## config.mk

```make
export PLATFORM = sky130hd
export DESIGN_NAME = coo_control
export DESIGN_NICKNAME = d
export VERILOG_FILES = /design/src/hdl/coo_pkg.sv /design/src/hdl/coo_control.sv
export SDC_FILE = /design/constraint.sdc
export NUM_CORES = 1
export LEC_CHECK = 0
export BUFFER_PORTS_ARGS = -buffer_cell sky130_fd_sc_hd__buf_2
export CORE_MARGIN = 1
export CORE_UTILIZATION = 53
export CTS_CLUSTER_SIZE = 10
export DETAILED_ROUTE_END_ITERATION = 16
export GPL_ROUTABILITY_DRIVEN = 0
export PLACE_DENSITY = 0.81
export SLEW_MARGIN = 20
export SYNTH_ARGS = -nofsm -noshare
export SYNTH_HDL_FRONTEND = slang
export SYNTH_SLANG_ARGS = --single-unit
export TNS_END_PERCENT = 5
```

## constraint.sdc

```tcl
create_clock -name clock -period 6 [get_ports clock]
set_clock_uncertainty 0.2 [all_clocks]
set_input_delay 1.2 -clock clock [delete_from_list [all_inputs] [get_ports clock]]
set_output_delay 1.2 -clock clock [all_outputs]
set_load 0.1 [all_outputs]
```

## src/hdl/coo_pkg.sv

```systemverilog
`timescale 1ns / 1ps
package coo_pkg;
   localparam int ENTRIES     = 64;
   localparam int INDEX_WIDTH = 16;
   localparam int ADDR_W      = $clog2(ENTRIES);
   localparam int CNT_W       = $clog2(ENTRIES + 1);
   localparam int FIELD_W     = 16;
   localparam int VALUE_W     = 64;
   localparam int KEY_W       = 2 * INDEX_WIDTH;
   localparam int ENTRY_W     = KEY_W + VALUE_W;
   localparam int REQ_DATA_W  = 2 * FIELD_W + VALUE_W;
   localparam int RSP_DATA_W  = 2 * FIELD_W + VALUE_W;

   typedef struct packed {
      logic                load;
      logic                shift_start;
      logic                shift_step;
      logic                shift_done;
      logic                clear;
   } cmd_type;

   typedef struct packed {
      logic [CNT_W-1:0]    count;
      logic                full;
      logic                pos_found;
   } status_type;
endpackage

```

## src/hdl/coo_control.sv

```systemverilog
`timescale 1ns / 1ps
module coo_control (
   input  logic                          clock,
   input  logic                          reset,
   input  logic                          req_tvalid,
   output logic                          req_tready,
   input  logic                          req_tlast,
   output logic                          rsp_tvalid,
   input  logic                          rsp_tready,
   output logic                          rsp_tlast,
   output coo_pkg::cmd_type              cmd,
   input  coo_pkg::status_type           status,
   output logic [coo_pkg::ADDR_W-1:0]    rd_addr,
   output logic                          out_load
);
   localparam logic [2:0] S_IDLE  = 3'd0;
   localparam logic [2:0] S_READ  = 3'd1;
   localparam logic [2:0] S_SHIFT = 3'd2;
   localparam logic [2:0] S_EMITR = 3'd3;
   localparam logic [2:0] S_EMITW = 3'd4;
   localparam logic [2:0] S_OUT   = 3'd5;

   logic [2:0]                 state_ff, state_in;
   logic                       last_ff, last_in;
   logic                       drop_ff, drop_in;
   logic [coo_pkg::CNT_W-1:0]  idx_ff, idx_in;
   logic                       vld_ff, vld_in;
   logic                       tl_ff, tl_in;
   logic                       accept;

   assign req_tready = (state_ff == S_IDLE);
   assign accept = req_tvalid && req_tready;
   assign rd_addr = coo_pkg::ADDR_W'(idx_ff);

   always_comb begin
      state_in = state_ff;
      last_in = last_ff;
      drop_in = drop_ff;
      idx_in = idx_ff;
      vld_in = vld_ff;
      tl_in = tl_ff;
      cmd = '0;
      out_load = 1'b0;
      if (vld_ff && rsp_tready) vld_in = 1'b0;
      unique case (state_ff)
         S_IDLE: if (accept) begin
            cmd.load = 1'b1;
            last_in = req_tlast;
            drop_in = status.full;
            state_in = S_READ;
         end
         S_READ: begin
            if (drop_ff) begin
               idx_in = '0;
               state_in = last_ff ? S_EMITR : S_IDLE;
            end else begin
               cmd.shift_start = 1'b1;
               state_in = S_SHIFT;
            end
         end
         S_SHIFT: begin
            if (status.pos_found) begin
               cmd.shift_done = 1'b1;
               idx_in = '0;
               state_in = last_ff ? S_EMITR : S_IDLE;
            end else begin
               cmd.shift_step = 1'b1;
            end
         end
         S_EMITR: state_in = S_EMITW;
         S_EMITW: if (!vld_ff || rsp_tready) begin
            out_load = 1'b1;
            vld_in = 1'b1;
            tl_in = (idx_ff + 1'b1 == status.count);
            idx_in = idx_ff + 1'b1;
            state_in = (idx_ff + 1'b1 == status.count) ? S_OUT : S_EMITR;
         end
         S_OUT: if (!vld_in) begin
            cmd.clear = 1'b1;
            state_in = S_IDLE;
         end
         default: state_in = S_IDLE;
      endcase
   end

   always_ff @(posedge clock) begin
      if (reset) begin
         state_ff <= S_IDLE;
         last_ff <= 1'b0;
         drop_ff <= 1'b0;
         idx_ff <= '0;
         vld_ff <= 1'b0;
         tl_ff <= 1'b0;
      end else begin
         state_ff <= state_in;
         last_ff <= last_in;
         drop_ff <= drop_in;
         idx_ff <= idx_in;
         vld_ff <= vld_in;
         tl_ff <= tl_in;
      end
   end

   assign rsp_tvalid = vld_ff;
   assign rsp_tlast = tl_ff;

   property p_no_accept_busy;
      @(posedge clock) disable iff (reset) (state_ff != S_IDLE) |-> !req_tready;
   endproperty
   a_no_accept_busy: assert property (p_no_accept_busy) else $error("ready while busy");
   property p_emit_bound;
      @(posedge clock) disable iff (reset)
         (state_ff == S_EMITW) |-> idx_ff < status.count;
   endproperty
   a_emit_bound: assert property (p_emit_bound) else $error("emit past count");
endmodule

```

==> results of run 1 <==
-- stage by stage --
stage / instance area (sq um) / hold WS (ns)
after floorplan: 926 / 0.270
after global placement: 1020 / 0.275
after detailed placement: 1020 / 0.271
after CTS: 1040 / 0.285
after global routing: 1040 / 0.323
final: 1040 / 0.284
-- layer usage --
layer  track usage  vias to the layer above  part of all wire  wire length, microns
met3        0.0792                        2             0.054                    99
met4        0.0750                        0            0.0081                    15
met2         0.337                       24              0.48                   883
met1         0.267                      405              0.46                   842
li1              -                      439                 -                     -
met5             0                        -                 0                     0
-- Yosys cell counts --
library cell   n
or3_1          2
a31o_1         1
and3_4         1
o21ai_0        9
o2111ai_1      1
o31ai_1        2
a21oi_1        8
inv_1          2
nand3b_1       6
xor2_1         3
buf_4          6
o22a_1         1
a22oi_1        2
and2_1         4
or4_4          1
and3_2         1
nor4b_1        2
nor3_1         2
mux2i_1        4
clkbuf_1       5
nand3_1        3
nor4_1         1
nand3_2        1
ha_1           1
xnor2_1       11
nor2_1        12
nand2b_1       1
clkinv_1       1
nand2_1        4
and4b_1        1
and3_1         1
dfxtp_1       14
-- worst min path at each step --
stage	startpoint	endpoint	slack, ns
after detailed placement	rsp_tlast$_SDFFE_PP0P_	rsp_tlast$_SDFFE_PP0P_	0.27
after global placement	rsp_tlast$_SDFFE_PP0P_	rsp_tlast$_SDFFE_PP0P_	0.27
final	rsp_tlast$_SDFFE_PP0P_	rsp_tlast$_SDFFE_PP0P_	0.28
after CTS	rsp_tlast$_SDFFE_PP0P_	rsp_tlast$_SDFFE_PP0P_	0.29
after global routing	rsp_tlast$_SDFFE_PP0P_	rsp_tlast$_SDFFE_PP0P_	0.32
after floorplan	idx_ff[6]$_SDFFE_PP0P_	idx_ff[6]$_SDFFE_PP0P_	0.27
-- area by class of cell --
type	count	area, sq um
repair buffers	28	140
flip-flops and latches	14	280
multi-input cells	86	571
well taps	16	20.0
inverters	3	11.3
clock buffers	3	22.5
fillers	149	532
-- where the power goes --
group | leakage, nW | internal (mW) | total [mW] | switching (mW)
logic | 0.314 | 0.0811 | 0.345 | 0.264
registers | 0.114 | 0.111 | 0.153 | 0.0426
clock network | 0.0138 | 0.0233 | 0.0512 | 0.0279
total | 0.442 | 0.215 | 0.549 | 0.334
-- sequential cells by signal (all words and copies together) (netlist names) --
register    count
idx_ff          7
state_ff        3
drop_ff         1
last_ff         1
rsp_tlast       1
rsp_tvalid      1
-- cells in the final DEF (no fill, tap or decap), types with 3 or more instances in the layout --
master,n
clkbuf_4,3
buf_2,28
dfxtp_1,14
nand3_1,3
nor2_1,12
and2_1,4
a21oi_1,8
xor2_1,3
xnor2_1,11
o21ai_0,9
nand3b_1,6
mux2i_1,4
nand2_1,4
-- cell families after synthesis --
kind of cell | after synthesis
flops | 14
fa+ha+maj | 1
xor+xnor | 14
simple gates | 43
compound gates | 24
mux | 4
buf+inv | 14
-- worst max-delay path, cell delays in order --
cell      delay, ns
buf_2          0.07
nand2b_1       0.19
nand3_2        0.20
clkinv_1       0.23
buf_2          0.46
==> results.md, run 1 <==
- The fraction of the yosys area taken by sequential cells is 0.303.
- The later pin in the worst-skew pair is clocked with a latency of approximately 0.28 ns.
- The die covers between 1500 and 2000 sq um.
- The via count of the first global-routing pass is approximately 730.
- The longest clock path from root to sink contains 2 buffers.
- The CTS H-tree depth is 1.
- The peak clock frequency supported by timing is 0.266 GHz.
- When the netlist entered floorplanning its net count stood at between 100 and 150.
- The number of antenna diodes in the final layout is 0.
- Setup total negative slack on the finished layout was measured at 0 ns.
- The max-slew violation count came to 0.
- The worst register-to-register path ends at idx_ff[3]$_SDFFE_PP0P_.
- Setup repair after global routing left no endpoint under its margin.
- For this run, the total global-route usage over all layers was measured as 0.214.
- The post-synth design cell area is 926 sq um.
- The data arrival at the endpoint of the critical path is 2.36 ns.
- The final reports fail on design-rule violations.
- The number of setup violations in the final report is 0.
- The worst hold path was traced through 2 stages.
- The combinational family with the most area after synthesis is simple AND/OR/NAND/NOR gates.
- Measured against its own limit, the worst slew margin works out to 0.670.
- The iteration count of the initial detailed-routing pass is 10.
- The required time reported for the critical path endpoint is roughly 4.6 ns.
- The post-synthesis cell type with the largest combined area is dfxtp_1.
- The pin count of the biggest net entering global routing is 16.
- The portion of netlist area occupied by mux cells is 0.0432.
- The tree is rooted in a clkbuf_4.
- The most critical setup path has its startpoint at rsp_tready.
- The die height is 43.8 microns.
- The initialized floorplan defines 14 standard-cell rows.
- The share of synthesized area in the top cell type comes to 0.303.
- Once layout is complete, the utilization of the core stands at 0.663.
- Setup slack on the critical path of the routed design comes to 2.24 ns.
- The mean post-synth cell area is 8.12 sq um.
- The floorplan step set the die width to ~44 microns.
- During synthesis, Yosys emitted a total of 0 warnings.
- The first global-routing pass estimated roughly 3.1 mm of wire.
- After clock tree synthesis, the clock-pin slew on the worst setup and hold paths is 0.08 ns.
- The worst-case IR drop observed on VDD is around 0.00031 V.
- Of the available clock period, the critical path in the final layout requires 0.626.
- The total of hold buffers inserted after clock tree synthesis is 0.
- Post-CTS repair changed the size of 0 cells.
- The origin of the critical flop-to-flop path is state_ff[0]$_SDFFE_PP0P_.
- The simple logic cell fraction of the synthesized area is 0.274.
- The number of clock buffers added by TritonCTS is 3.
- The TritonCTS clock tree is done.
- The tool flagged a number of max-cap violations equal to 0.
- The worst setup path is of the input port to primary output kind.
- The total power density per cell area is 526 nW/um^2.
- The synthesized-area fraction occupied by xor and xnor cells is 0.132.
- For the pin with the worst max-slew slack, the measured transition is 0.494 ns.
- STA classifies the critical path endpoint as a primary output.
- The number of antenna violations at the first check in global routing is 0.
- For flop-to-flop paths, the worst setup slack is roughly 3.7 ns.
- Counting tap cells, the placed design contains a total of 147 instances.
- The effective utilization at floorplan is 0.587.
- Counting I/O delays and the setup requirement, the final critical path takes between 3 and 4 ns.
- The area of the core is between 1500 and 2000 sq um.
- In this run the static leakage power is 0.442 nW.
- Prior to clock tree synthesis, the placed netlist has a worst setup slack of around 2.2 ns.
- The total congestion overflow is 0.
- The non-filler instance count after layout is 150.
- The number of DRC markers after the initial detailed-route iteration is 26.
- The fraction of the mapped netlist area in compound gates is 0.153.
- Counting every instance in the synthesized netlist gives ~110.
- The number of synthesized register bits is 14.
- The final layout net count is around 150.
- The count of nets left with antenna violations once routing finished came out at 0.
- For this design, the sink count on the clock tree is 14.
- The class of the tightest hold or removal check is flop to flop.
- Total power for the finished layout comes to about 0.55 mW.
- The number of top-level design ports is 29.
- Compared with the post-synthesis result, the final layout area differs by 12.8%.
- Once the clock tree was built, the setup fixing pass inserted 0 buffers.
- The number of remaining DRC errors is 1.
- Port buffering added 28 buffers.
- The share of synthesized cell area in full adder, half adder and majority cells is 0.0135.
- In the post-synthesis netlist, the biggest area contributors are dfxtp_1, xnor2_1, o21ai_0.
- Once detailed placement completed, the half-perimeter wirelength came to about 1.4 mm.
- The cell depth of the worst flop-to-flop path is 6.
- The average routed wire per standard cell is about 12 microns.
- The maximum fanout encountered on the critical timing path is 9.
- The capture point of the critical path is out_load.
- The number of different library cells used by synthesis comes to 32.
- The sum of routed wire length over all layers is between 1.5 and 2 mm.
- Dividing the detail-routed via count by the number of cells gives ~5.8.
- The run finished, with violations left.
- The fraction of final layout cells sized beyond drive strength 1 is 0.261.
- The detailed router placed 870 vias in this run.
- The final count of hold timing violations is 0.
- STA classifies the critical path startpoint as an input port.
Note: power is estimated with default switching activity, not from simulation.
==> inputs of run 2 (changes only) <==
--- a/config.mk
+++ b/config.mk
@@ -7,11 +7,11 @@
 export LEC_CHECK = 0
 export BUFFER_PORTS_ARGS = -buffer_cell sky130_fd_sc_hd__buf_2
 export CORE_MARGIN = 1
-export CORE_UTILIZATION = 53
+export CORE_UTILIZATION = 49
 export CTS_CLUSTER_SIZE = 10
 export DETAILED_ROUTE_END_ITERATION = 16
 export GPL_ROUTABILITY_DRIVEN = 0
-export PLACE_DENSITY = 0.81
+export PLACE_DENSITY = 0.76
 export SLEW_MARGIN = 20
 export SYNTH_ARGS = -nofsm -noshare
 export SYNTH_HDL_FRONTEND = slang
==> constraint.sdc (replaced) <==
create_clock -name clock -period 3.5 [get_ports clock]
set_clock_uncertainty 0.2 [all_clocks]
set_input_delay 0.7 -clock clock [delete_from_list [all_inputs] [get_ports clock]]
set_output_delay 0.7 -clock clock [all_outputs]
set_load 0.1 [all_outputs]
==> run 2 against run 1 <==
Effect of this change: non-clock buffer count unchanged; via count down 2.3%; core utilization decreased by 5.0 points; design area up 2.4%; the flow now finishes without violations; clock-buffer cell count up 1; wire length decreased by 1.7%; critical path depth unchanged; global-route usage decreased by 1.6 points; clock power rose by 130%; largest power group unchanged; flip-flop and latch count unchanged.
==> results.md, run 2 (synthesis results as in run 1) <==
- Of the available clock period, the critical path in the final layout requires 0.794.
- The total clock buffers created by CTS is 3 (unchanged).
- The clock share of power was 0.123 (was 0.093).
- The pin count of the biggest net entering global routing is 16 (unchanged).
- The clock-pin transition on the worst setup and hold timing paths is 0.09 ns (was 0.08 ns).
- The fraction of final layout cells sized beyond drive strength 1 came to 0.267 (was 0.261).
- The clock period minus final worst setup slack is 2.78 ns.
- The total of hold buffers inserted after clock tree synthesis is 0 (unchanged).
- The final core utilization was 0.613 (was 0.663).
- The full die area is 2070 sq um (was 1920 sq um).
- The peak clock frequency supported by timing is ~0.36 GHz.
- The average routed wire per standard cell came to 11.3 microns (was 12.3 microns).
- The width of the die is 45.5 microns (was 43.8 microns).
- The data arrival at the endpoint of the critical path was 1.88 ns (was 2.36 ns).
- The non-filler instance count after layout is 160 (was 150).
- The clock sink count is 14 (unchanged).
- The final layout net count is 151 (unchanged).
- The via-per-instance ratio is 5.31 (was 5.80).
- The via count of the first global-routing pass is 700 (was 733).
- The final count of hold timing violations came to 0 (unchanged).
- The iteration count of the initial detailed-routing pass was 4 (was 10).
- The worst slack on hold paths is 0.290 ns (was 0.284 ns).
- The CTS H-tree depth is 1 (unchanged).
- The global-route usage over all layers is 0.198 (was 0.214).
- The classification of the worst setup path is input port to primary output (unchanged).
- The signed area change from the synthesized netlist to the final layout is 15.5% (was 12.8%).
- The number of antenna violations at the first check in global routing is 0 (unchanged).
- The required time reported for the critical path endpoint is 2.60 ns (was 4.60 ns).
- The relative slew slack came to 0.657 (was 0.670).
- The maximum vdd drop is 0.000607 V (was 0.000312 V).
- The maximum fanout encountered on the critical timing path is 9 (unchanged).
- The die height came to 45.5 microns (was 43.8 microns).
- The sum of routed wire length over all layers is 1.81 mm (was 1.84 mm).
- The number of filler cells placed in the layout is 161 (was 149).
- The class of the tightest hold or removal check was flop to flop (unchanged).
- The kind of launch point of the worst setup path was an input port (unchanged).
- The count of instances resized after the clock tree is built was 0 (unchanged).
- The maximum root-to-sink buffer count is 2 (unchanged).
- The switching power summed over all nets was 0.580 mW (was 0.334 mW).
- The post-CTS setup buffer count is 0 (unchanged).
- The count of placed standard cells including taps was 156 (was 147).
- The number of core rows came to 15 (was 14).
- The cell-internal power was 0.392 mW (was 0.215 mW).
- The fraction of power consumed by sequential logic is 0.266 (was 0.279).
- The routed length on met1 was 841 microns (was 842 microns).
- The switching part of the total power came to 0.596 (was 0.609).
- The number of setup violations in the final report is 0 (unchanged).
- The number of top-level design ports is 29 (unchanged).
- The clock tree root driver cell is clkbuf_4 (unchanged).
- The top routing layer in use is met4 (unchanged).
- Outcome: complete, no violations (was finished, violations left).
- The cell leakage power is 0.449 nW (was 0.442 nW).
- The effective utilization at floorplan was 0.530 (was 0.587).
- The HPWL after detailed placement is 1.33 mm (was 1.39 mm).
- The area of the core is 1750 sq um (was 1580 sq um).
- Top library cells by usage in the layout, fill and taps aside: buf_2, dfxtp_1, nor2_1 (unchanged).
- The register ranked first by flip-flop count was idx_ff (unchanged).
- Setup repair after global routing missed its margin: no (unchanged).
- The actual transition at the worst max-transition pin was 0.515 ns (was 0.494 ns).
- The global-route wire length before repair was 2.95 mm (was 3.06 mm).
- The total power density per cell area is 908 nW/um^2 (was 526 nW/um^2).
- The met2 wire length was 846 microns (was 883 microns).
- The number of flip-flops under the largest register name is 7 (unchanged).
- The number of maximum-capacitance violations is 0 (unchanged).
- The routed length on met3 came to 78 microns (was 99 microns).
- The routed via count was 850 (was 870).
- The most common cell after layout, fill and taps aside was buf_2 (unchanged).
- The total congestion overflow came to 0 (unchanged).
- The max-slew violation count was 0 (unchanged).
- The share of power burned in combinational logic is 0.612 (was 0.628).
- The antenna diode instance count is 0 (unchanged).
- The clock latency at the later pin of the worst-skew pair was 0.28 ns (about the same).
- The number of remaining DRC errors is 0 (was 1).
- Largest registers: idx_ff (7), state_ff (3) (unchanged).
- The capturing element type of the critical path is a primary output (unchanged).
- The TritonCTS clock tree is done (unchanged).
- The number of port buffers is 28 (unchanged).
- The number of DRC markers after the initial detailed-route iteration is 7 (was 26).
- The residual antenna-violating net count after detailed routing is 0 (unchanged).
==> run 2: cell types whose count changed in the layout (fill, tap and decap cells not counted) <==
cell      delta
clkbuf_8     +1
==> run 2: final timing paths <==
path                                          startpoint                      to  slack, ns  depth (start not counted)
worst max-delay path                          rsp_tready                out_load       0.72                          5
worst min-delay path              rsp_tlast$_SDFFE_PP0P_  rsp_tlast$_SDFFE_PP0P_       0.29                          2
worst max register to register  state_ff[0]$_SDFFE_PP0P_  idx_ff[4]$_SDFFE_PP0P_       1.22                          6
worst min register to register    rsp_tlast$_SDFFE_PP0P_  rsp_tlast$_SDFFE_PP0P_       0.29                          2
==> run 2: per-stage QoR <==
stage | setup WS, ns | cell area (sq um) | TNS (ns) | power [mW]
6_report | 0.722 | 1070 | 0 | 0.972
4_1_cts | 0.724 | 1070 | 0 | 0.976
3_5_place_dp | 0.737 | 1030 | 0 | 0.856
5_1_grt | 0.540 | 1070 | 0 | 1.03
2_1_floorplan | -1.25 | 926 | -5.43 | 0.782
3_3_place_gp | 0.771 | 1030 | 0 | 0.852
==> run 2: critical path, stage by stage <==
cell	delay, ns
buf_2	0.07
nand2b_1	0.20
nand3_2	0.21
clkinv_1	0.23
buf_2	0.46
==> run 2: metal layers <==
| layer | up-vias | GRT usage |
|---|---|---|
| li1 | 435 | - |
| met1 | 385 | 0.248 |
| met2 | 26 | 0.317 |
| met3 | 4 | 0.0357 |
| met4 | 0 | 0.109 |
| met5 | - | 0 |
==> run 2: power groups by stage <==
stage	combinational (mW)	sequential (mW)	clock (mW)
global placement	0.589	0.263	0
global route	0.632	0.269	0.131
floorplan	0.538	0.244	0
detailed placement	0.594	0.262	0
CTS	0.596	0.259	0.122
finish	0.594	0.258	0.119
==> run 2: cell type report <==
cell class / instances / area [sq um] / area share
Tap cell: 25 / 31.3 / 0.0292
Timing Repair Buffer: 28 / 140 / 0.131
Clock buffer: 4 / 36.3 / 0.0339
Inverter: 3 / 11.3 / 0.0105
Sequential cell: 14 / 280 / 0.262
Multi-Input combinational cell: 86 / 571 / 0.533
